File: src/rtl/satq_pkg.sv
// Shared types and constants of the sorted alarm timer queue.
package satq_pkg;

   localparam int CAPACITY = 16;
   localparam int CNT_W    = $clog2(CAPACITY + 1);

   typedef enum logic [1:0] {
      CMD_ADD    = 2'd0,
      CMD_CANCEL = 2'd1,
      CMD_POP    = 2'd2,
      CMD_REMOVE = 2'd3
   } cmd_type;

   typedef enum logic [1:0] {
      STATUS_DONE = 2'd0,
      STATUS_NONE = 2'd1,
      STATUS_FULL = 2'd2
   } status_type;

   typedef enum logic [1:0] {
      ST_IDLE,
      ST_EXEC,
      ST_SCAN,
      ST_EMIT
   } state_type;

   typedef enum logic [1:0] {
      CELL_HOLD,
      CELL_INSERT,
      CELL_SHIFT,
      CELL_ROTATE
   } cell_op_type;

   typedef struct packed {
      logic        valid;
      logic [31:0] expiry;
      logic [31:0] session;
      logic [15:0] alarm;
   } entry_type;

   typedef struct packed {
      cell_op_type op;
      logic [31:0] expiry;
      logic [31:0] session;
      logic [15:0] alarm;
   } cell_ctl_type;

endpackage

File: src/rtl/satq_cell.sv
// One slot of the sorted alarm chain: holds an entry and trades with its neighbors.
module satq_cell
   import satq_pkg::*;
(
   input  logic         clock,
   input  logic         reset,
   input  logic         is_head,
   input  cell_ctl_type ctl,
   input  entry_type    left_entry,
   input  logic         left_after,
   input  entry_type    right_entry,
   input  entry_type    head_entry,
   output entry_type    entry,
   output logic         after_new
);

   entry_type entry_ff;
   entry_type entry_in;

   // Set when the new alarm belongs at or before this slot.
   assign after_new = !entry_ff.valid ||
                      (is_head ? (entry_ff.expiry > ctl.expiry)
                               : (entry_ff.expiry >= ctl.expiry));

   always_comb begin
      entry_in = entry_ff;
      case (ctl.op)
         CELL_INSERT: begin
            if (left_after) begin
               entry_in = left_entry;
            end else if (after_new) begin
               entry_in.valid   = 1'b1;
               entry_in.expiry  = ctl.expiry;
               entry_in.session = ctl.session;
               entry_in.alarm   = ctl.alarm;
            end
         end
         CELL_SHIFT: begin
            entry_in = right_entry;
         end
         CELL_ROTATE: begin
            // The last occupied slot takes the recirculated head.
            if (entry_ff.valid && !right_entry.valid) begin
               entry_in = head_entry;
            end else begin
               entry_in = right_entry;
            end
         end
         default: begin
            entry_in = entry_ff;
         end
      endcase
   end

   always_ff @(posedge clock) begin
      if (reset) begin
         entry_ff.valid <= 1'b0;
      end else begin
         entry_ff <= entry_in;
      end
   end

   assign entry = entry_ff;

endmodule

File: config.mk
export PLATFORM = sky130hd
export DESIGN_NAME = satq_cell
export DESIGN_NICKNAME = d
export VERILOG_FILES = /design/src/rtl/satq_pkg.sv /design/src/rtl/satq_cell.sv
export SDC_FILE = /design/constraint.sdc
export NUM_CORES = 1
export LEC_CHECK = 0
export ABC_AREA = 1
export BUFFER_PORTS_ARGS = -buffer_cell sky130_fd_sc_hd__buf_2
export CORE_AREA = 2 2 161 163
export DETAILED_ROUTE_END_ITERATION = 10
export DIE_AREA = 0 0 163 165
export GPL_ROUTABILITY_DRIVEN = 0
export PLACE_DENSITY = 0.54
export SLEW_MARGIN = 25
export SYNTH_ARGS = -nofsm -noshare
export SYNTH_HDL_FRONTEND = slang
export SYNTH_SLANG_ARGS = --single-unit
File: constraint.sdc
create_clock -name clock -period 4.3 [get_ports clock]
set_input_delay 0.86 -clock clock [delete_from_list [all_inputs] [get_ports clock]]
set_output_delay 0.86 -clock clock [all_outputs]
set_load 0.01 [all_outputs]
==> results of run 1 <==
==> per-layer routing <==
| metal | track usage | part of all wire | wire length, µm |
|---|---|---|---|
| met1 | 0.2113 | 0.41 | 9781 |
| met2 | 0.2893 | 0.49 | 11810 |
| met3 | 0.04194 | 0.081 | 1941 |
| met4 | 0.06195 | 0.023 | 566 |
| met5 | 0 | 0 | 0 |
==> worst paths after layout <==
path                            cells past startpoint  slack, ps   endpoint
worst max-delay path                               14       1170  after_new
worst min-delay path                                2        590  entry[80]
worst max register to register                     14       1720   entry[7]
worst min register to register                      2        590  entry[80]
==> cell families after synthesis <==
family,after synthesis,synth area share
AOI/OAI and AO/OA,213,0.2321
and+or+nand+nor,203,0.1577
adders and majority gates,32,0.06922
DFF,81,0.4188
buffers and inverters,180,0.1222
==> cell type report <==
class | instances | area (µm²) | area share
diodes | 4 | 10.01 | 0.001178
clock buffers | 10 | 229.0 | 0.02694
clock inverters | 6 | 115.1 | 0.01355
inverters | 130 | 491.7 | 0.05786
multi-input cells | 448 | 2663 | 0.3133
flip-flops and latches | 81 | 2422 | 0.2850
well taps | 330 | 412.9 | 0.04859
repair buffers | 422 | 2155 | 0.2535
==> cell usage in the layout (no fill, tap or decap) <==
master and instances:
a21o_1 2, buf_4 11, clkinvlp_4 1, clkbuf_1 1
a21oi_2 1, o211ai_1 32, inv_1 125, o221ai_1 49
a21oi_1 44, nand3_1 85, ha_1 32, nor2_1 60
nand2_2 4, buf_12 1, nor2_2 4, nor2_4 2
nand4_2 1, inv_6 1, o21ai_0 84, buf_2 410
bufinv_16 3, edfxtp_1 80, inv_2 2, clkinv_4 1
clkinv_2 3, diode_2 4, o21ai_4 1, clkbuf_16 9
nand2_1 47, dfxtp_1 1
==> power by group through the flow <==
stage	logic (mW)	registers [mW]	clock network, mW
global route	0.660	0.978	0.977
CTS	0.598	0.972	0.952
floorplan	0.261	1.02	0
detailed placement	0.597	0.988	0
global placement	0.594	0.987	0
finish	0.591	0.971	0.917
==> worst reg2reg max path, delay by kind of cell, from the launching register on <==
family	cells	cell delay, ps
flops	1	420
simple gates	11	970
buf+inv	2	440
fa+ha+maj	1	320
==> per-stage QoR <==
stage	power [mW]	instances
after floorplan	1.281	709
after global placement	1.581	1411
after detailed placement	1.585	1411
after CTS	2.522	1427
after global routing	2.615	1430
final	2.480	1431
==> qor.yml, run 1 <==
critical_path:
  path_buf_inv: 3
  worst-path-max-fanout: 2
  cpMaxStageDelayCell: "ha_1"
  critical_path_arrival_ps: 2270
  regToRegStartpoint: "entry[63]"
  path_class: "input pin to output port"
  crit_path_end_kind: "output port"
  crit_family: "simple AND/OR/NAND/NOR gates"
  path_common_cell: "nand2_1"
  startpoint: "ctl[63]"
  critPathLaunchType: "input pin"
  crit_chain: "buf_2 > inv_1 > ha_1 > nand2_1 > nor2_2 > nand2_1 > nor2_2 > nand2_1 > nand2_1 > nor2_1 > nand2_1 > nand2_2 > nand2_1 > buf_2"
  cp.required_ps: 3440
  critPathMaxStageDelay_ps: 290
finish:
  final_net_count: 1453
  nFillCells: 2691
  final_util: 0.3394
  fin_area_um2: 8498
  area_growth_pct: 46.92
  largest_reg_flops: 81
  drive_gt1_frac: 0.4148
synth:
  yosysWarnings: 0
  synth.largest_area_cell: "edfxtp_1"
  yosysTopAreaCellShare: 0.4153
  synthArstFlopShare: 0
  netlist_area_um2: 5784
  syn_inst: 709
  synth_seq_area_share: 0.4188
  ys_seq_elements: 81
  synth_most_common_cell: "inv_1"
  synth_nets: 1070
  synth_common_cells: "inv_1, nand3_1, o21ai_0"
  synth-edff-count: 80
  ys.flop_type: "edfxtp_1"
  synth_cell_types: 24
  ys_top_cells_by_area: "edfxtp_1, inv_1, o221ai_1, nand3_1, o21ai_0"
  syn_area_per_cell_um2: 8.158
die:
  die_y_um: 165
  core-area_um2: 25040
  die_x_um: 163
  start_util: 0.2310
  pin_count: 411
  dieArea_um2: 26900
  fp-row-count: 58
drt:
  vias_per_cell: 4.719
  drt-total-wl_mm: 24.10
  wl_per_cell_um: 16.84
  drt_iter0_markers: 437
  post-route-drc-count: 0
  dr.pass1.iters: 5
  num_vias: 6753
  ant_nets: 0
sta:
  worst_slew_pin_slew_ps: 838.7
  whs_ps: 589.8
  min_period_ps: 3128
  max_freq_ghz: 0.3197
  finalSetupViolations: 0
  slew_headroom: 0.4409
  final-hold-violation-count: 0
  maxSlewViolCount: 0
  fin_crit_sh: 0.7275
  fin_skew_ps: 10.96
  layout_setup_ws_ps: 1172
  fin_tns_setup_ps: 0
  rsz0062_at_grt: "no"
grt:
  grt_max_degree: 80
  overflow: 0
  antenna_found_initial: 3
  grt_pass1_vias: 6432
  gr-usage-all-layers: 0.1709
  grt_pass1_wl_mm: 35.43
clock_tree:
  cts_resized: 0
  postCtsSetupBuffers: 0
  cts.hold.buffers_added: 0
  cts_tree: "done"
  htreeDepth: 3
  clkSlewWorstSetupHoldPaths_ps: 60
  cts_max_path_buffers: 2
  numCtsBuffers: 9
  cts-root-buf: "clkbuf_16"
  numClockSinks: 81
  insertion_delay_ps: 340
power_and_ir_drop:
  switching_power_mw: 0.7041
  p_int_mw: 1.776
  p_comb_frac: 0.238
  swShare: 0.2839
  leakagePower_nw: 4.152
  power.share.clock: 0.370
  peakVddDrop_v: 0.0001686
  powerDensity_nw_per_um2: 291.8
  power_frac_seq: 0.392
min_path:
  worstHoldStart: "entry[80]"
  hold_class: "flip-flop to flip-flop"
flow_run:
  cap_violations: 0
status:
  status: "complete, no violations"
placement:
  post-place-ws_ps: 1134
  hpwlAfterDp_mm: 18.53
  port_buffers: 410
  dpl_cell_area_um2: 8143
Power figures use the tool's default switching activity.
==> run 2: changes to the inputs <==
CORE_AREA = 2 2 160 162   (was 2 2 161 163)
DIE_AREA = 0 0 162 164   (was 0 0 163 165)
PLACE_DENSITY = 0.56   (was 0.54)
clock period = 2.8 ns   (was 4.3 ns; I/O delays follow)
==> qor.yml, run 2 (synthesized netlist as in run 1, its figures left out) <==
status:
  status: "complete, no violations"
critical_path:
  worst-path-max-fanout: 2
  cp.required_ps: 2240
  cpMaxStageDelayCell: "edfxtp_1"
  path_class: "flip-flop to output port"
  critical_path_arrival_ps: 2070
  crit_family: "simple AND/OR/NAND/NOR gates"
  path_buf_inv: 1
  crit_cells: 12
  critPathMaxStageDelay_ps: 450
  path_common_cell: "nand2_1"
  crit_chain: "ha_4 > nand2_1 > nor2_1 > nand2_1 > nor2_4 > nand2_1 > nand2_1 > nor2_1 > nand2_1 > nand2_2 > nand2_1 > buf_2"
  crit_path_end_kind: "output port"
  rr_worst_depth: 14
  critPathLaunchType: "flip-flop"
  r2r_slack_ps: 430
power_and_ir_drop:
  power.share.clock: 0.337
  power_frac_seq: 0.398
  powerDensity_nw_per_um2: 420.5
  p_comb_frac: 0.265
  p_int_mw: 2.692
  switching_power_mw: 1.107
  leakagePower_nw: 4.161
  swShare: 0.2914
  peakVddDrop_v: 0.0002584
clock_tree:
  cts_tree: "done"
  numCtsBuffers: 9
  cts-root-buf: "clkbuf_16"
  htreeDepth: 3
  numClockSinks: 81
  cts_max_path_buffers: 2
  clkSlewWorstSetupHoldPaths_ps: 60
  insertion_delay_ps: 340
drt:
  post-route-drc-count: 0
  dr.pass1.iters: 5
  vias_per_cell: 4.717
  drt-total-wl_mm: 24.74
  ant_nets: 0
  drt_iter0_markers: 429
  wl_per_cell_um: 17.25
  num_vias: 6764
sta:
  layout_setup_ws_ps: 165.4
  final-hold-violation-count: 0
  fin_crit_sh: 0.9409
  slew_headroom: 0.6089
  max_freq_ghz: 0.3796
  min_period_ps: 2635
  worst_slew_pin_slew_ps: 586.6
  rsz0062_at_grt: "no"
  fin_skew_ps: 9.240
  maxSlewViolCount: 0
  finalSetupViolations: 0
min_path:
  holdPathStages: 4
  hold_class: "input pin to flip-flop"
die:
  core-area_um2: 24820
  start_util: 0.2331
  die_x_um: 162
  pin_count: 411
  dieArea_um2: 26570
  die_y_um: 164
  fp-row-count: 58
placement:
  port_buffers: 410
  dpl_cell_area_um2: 8688
  post-place-ws_ps: 144.6
  place_inst: 1413
  hpwlAfterDp_mm: 19.88
finish:
  fin_area_um2: 9036
  final_net_count: 1457
  drive_gt1_frac: 0.4805
  final_cell_mix: "buf_2, inv_1, o21ai_0, nand3_1, edfxtp_1"
  final_common_cell: "buf_2"
  area_growth_pct: 56.22
  final_cells: 1434
  largest_reg_flops: 81
grt:
  overflow: 0
  grt_pass1_vias: 6756
  grt_max_degree: 53
  grt_pass1_wl_mm: 36.66
  antenna_found_initial: 4
  gr-usage-all-layers: 0.1796
flow_run:
  cap_violations: 0
==> run 2: power by group through the flow <==
stage	sequential, mW	combinational (mW)	clock [mW]
after CTS	1.52	1.02	1.33
after global routing	1.52	1.12	1.37
after floorplan	1.58	0.460	0
after detailed placement	1.54	1.02	0
after global placement	1.54	1.01	0
final	1.51	1.01	1.28
==> run 2: worst register-to-register path, stage by stage, from the launching register on <==
cell	delay [ps]
edfxtp_1	450
ha_4	300
nand2_1	50
nor2_1	130
nand2_1	110
nor2_4	150
nand2_1	70
nand2_1	50
nor2_1	40
nand2_1	60
nand2_2	80
nand4_4	80
nand3_2	100
clkinvlp_4	120
buf_12	220
==> run 2: layout make-up <==
type | instances | area, µm²
fill | 2665 | 15780
clock buffer | 9 | 225.2
tap | 330 | 412.9
timing repair buffer | 426 | 2235
multi-input combinational | 448 | 3103
antenna | 3 | 7.507
clock inverter | 7 | 95.09
inverter | 130 | 535.5
sequential | 81 | 2422
==> run 2: metrics by stage <==
stage                     hold WS [ps]  power (mW)  setup TNS, ps  utilization
after CTS                        503.8       3.865              0       0.3630
after global placement           598.3       2.547              0       0.3501
final                            527.3       3.800              0       0.3641
after detailed placement         610.8       2.557              0       0.3501
after global routing             514.8       4.017              0       0.3641
after floorplan                  594.9       2.043         -24900            -
==> run 2: final timing paths <==
kind,end,from
worst min-delay path,entry[80],reset
worst min register to register,entry[80],entry[80]
worst max-delay path,after_new,entry[53]
worst max register to register,entry[24],entry[53]
==> run 2: metal layers <==
metal  GRT usage  wire (µm)  vias up
met5           0         15        -
met4     0.06195        643        2
met3     0.04495       2078       36
met2      0.3215      12420      341
met1      0.2090       9585     3100
li1            -          -     3285
==> run 2: timing repair <==
item / in CTS / in global routing
hold buffers: 0 / 0
setup buffers: 0 / 2
gates resized for setup: 0 / 1
setup endpoints to repair: 0 / 1
hold endpoints to repair: 0 / 0
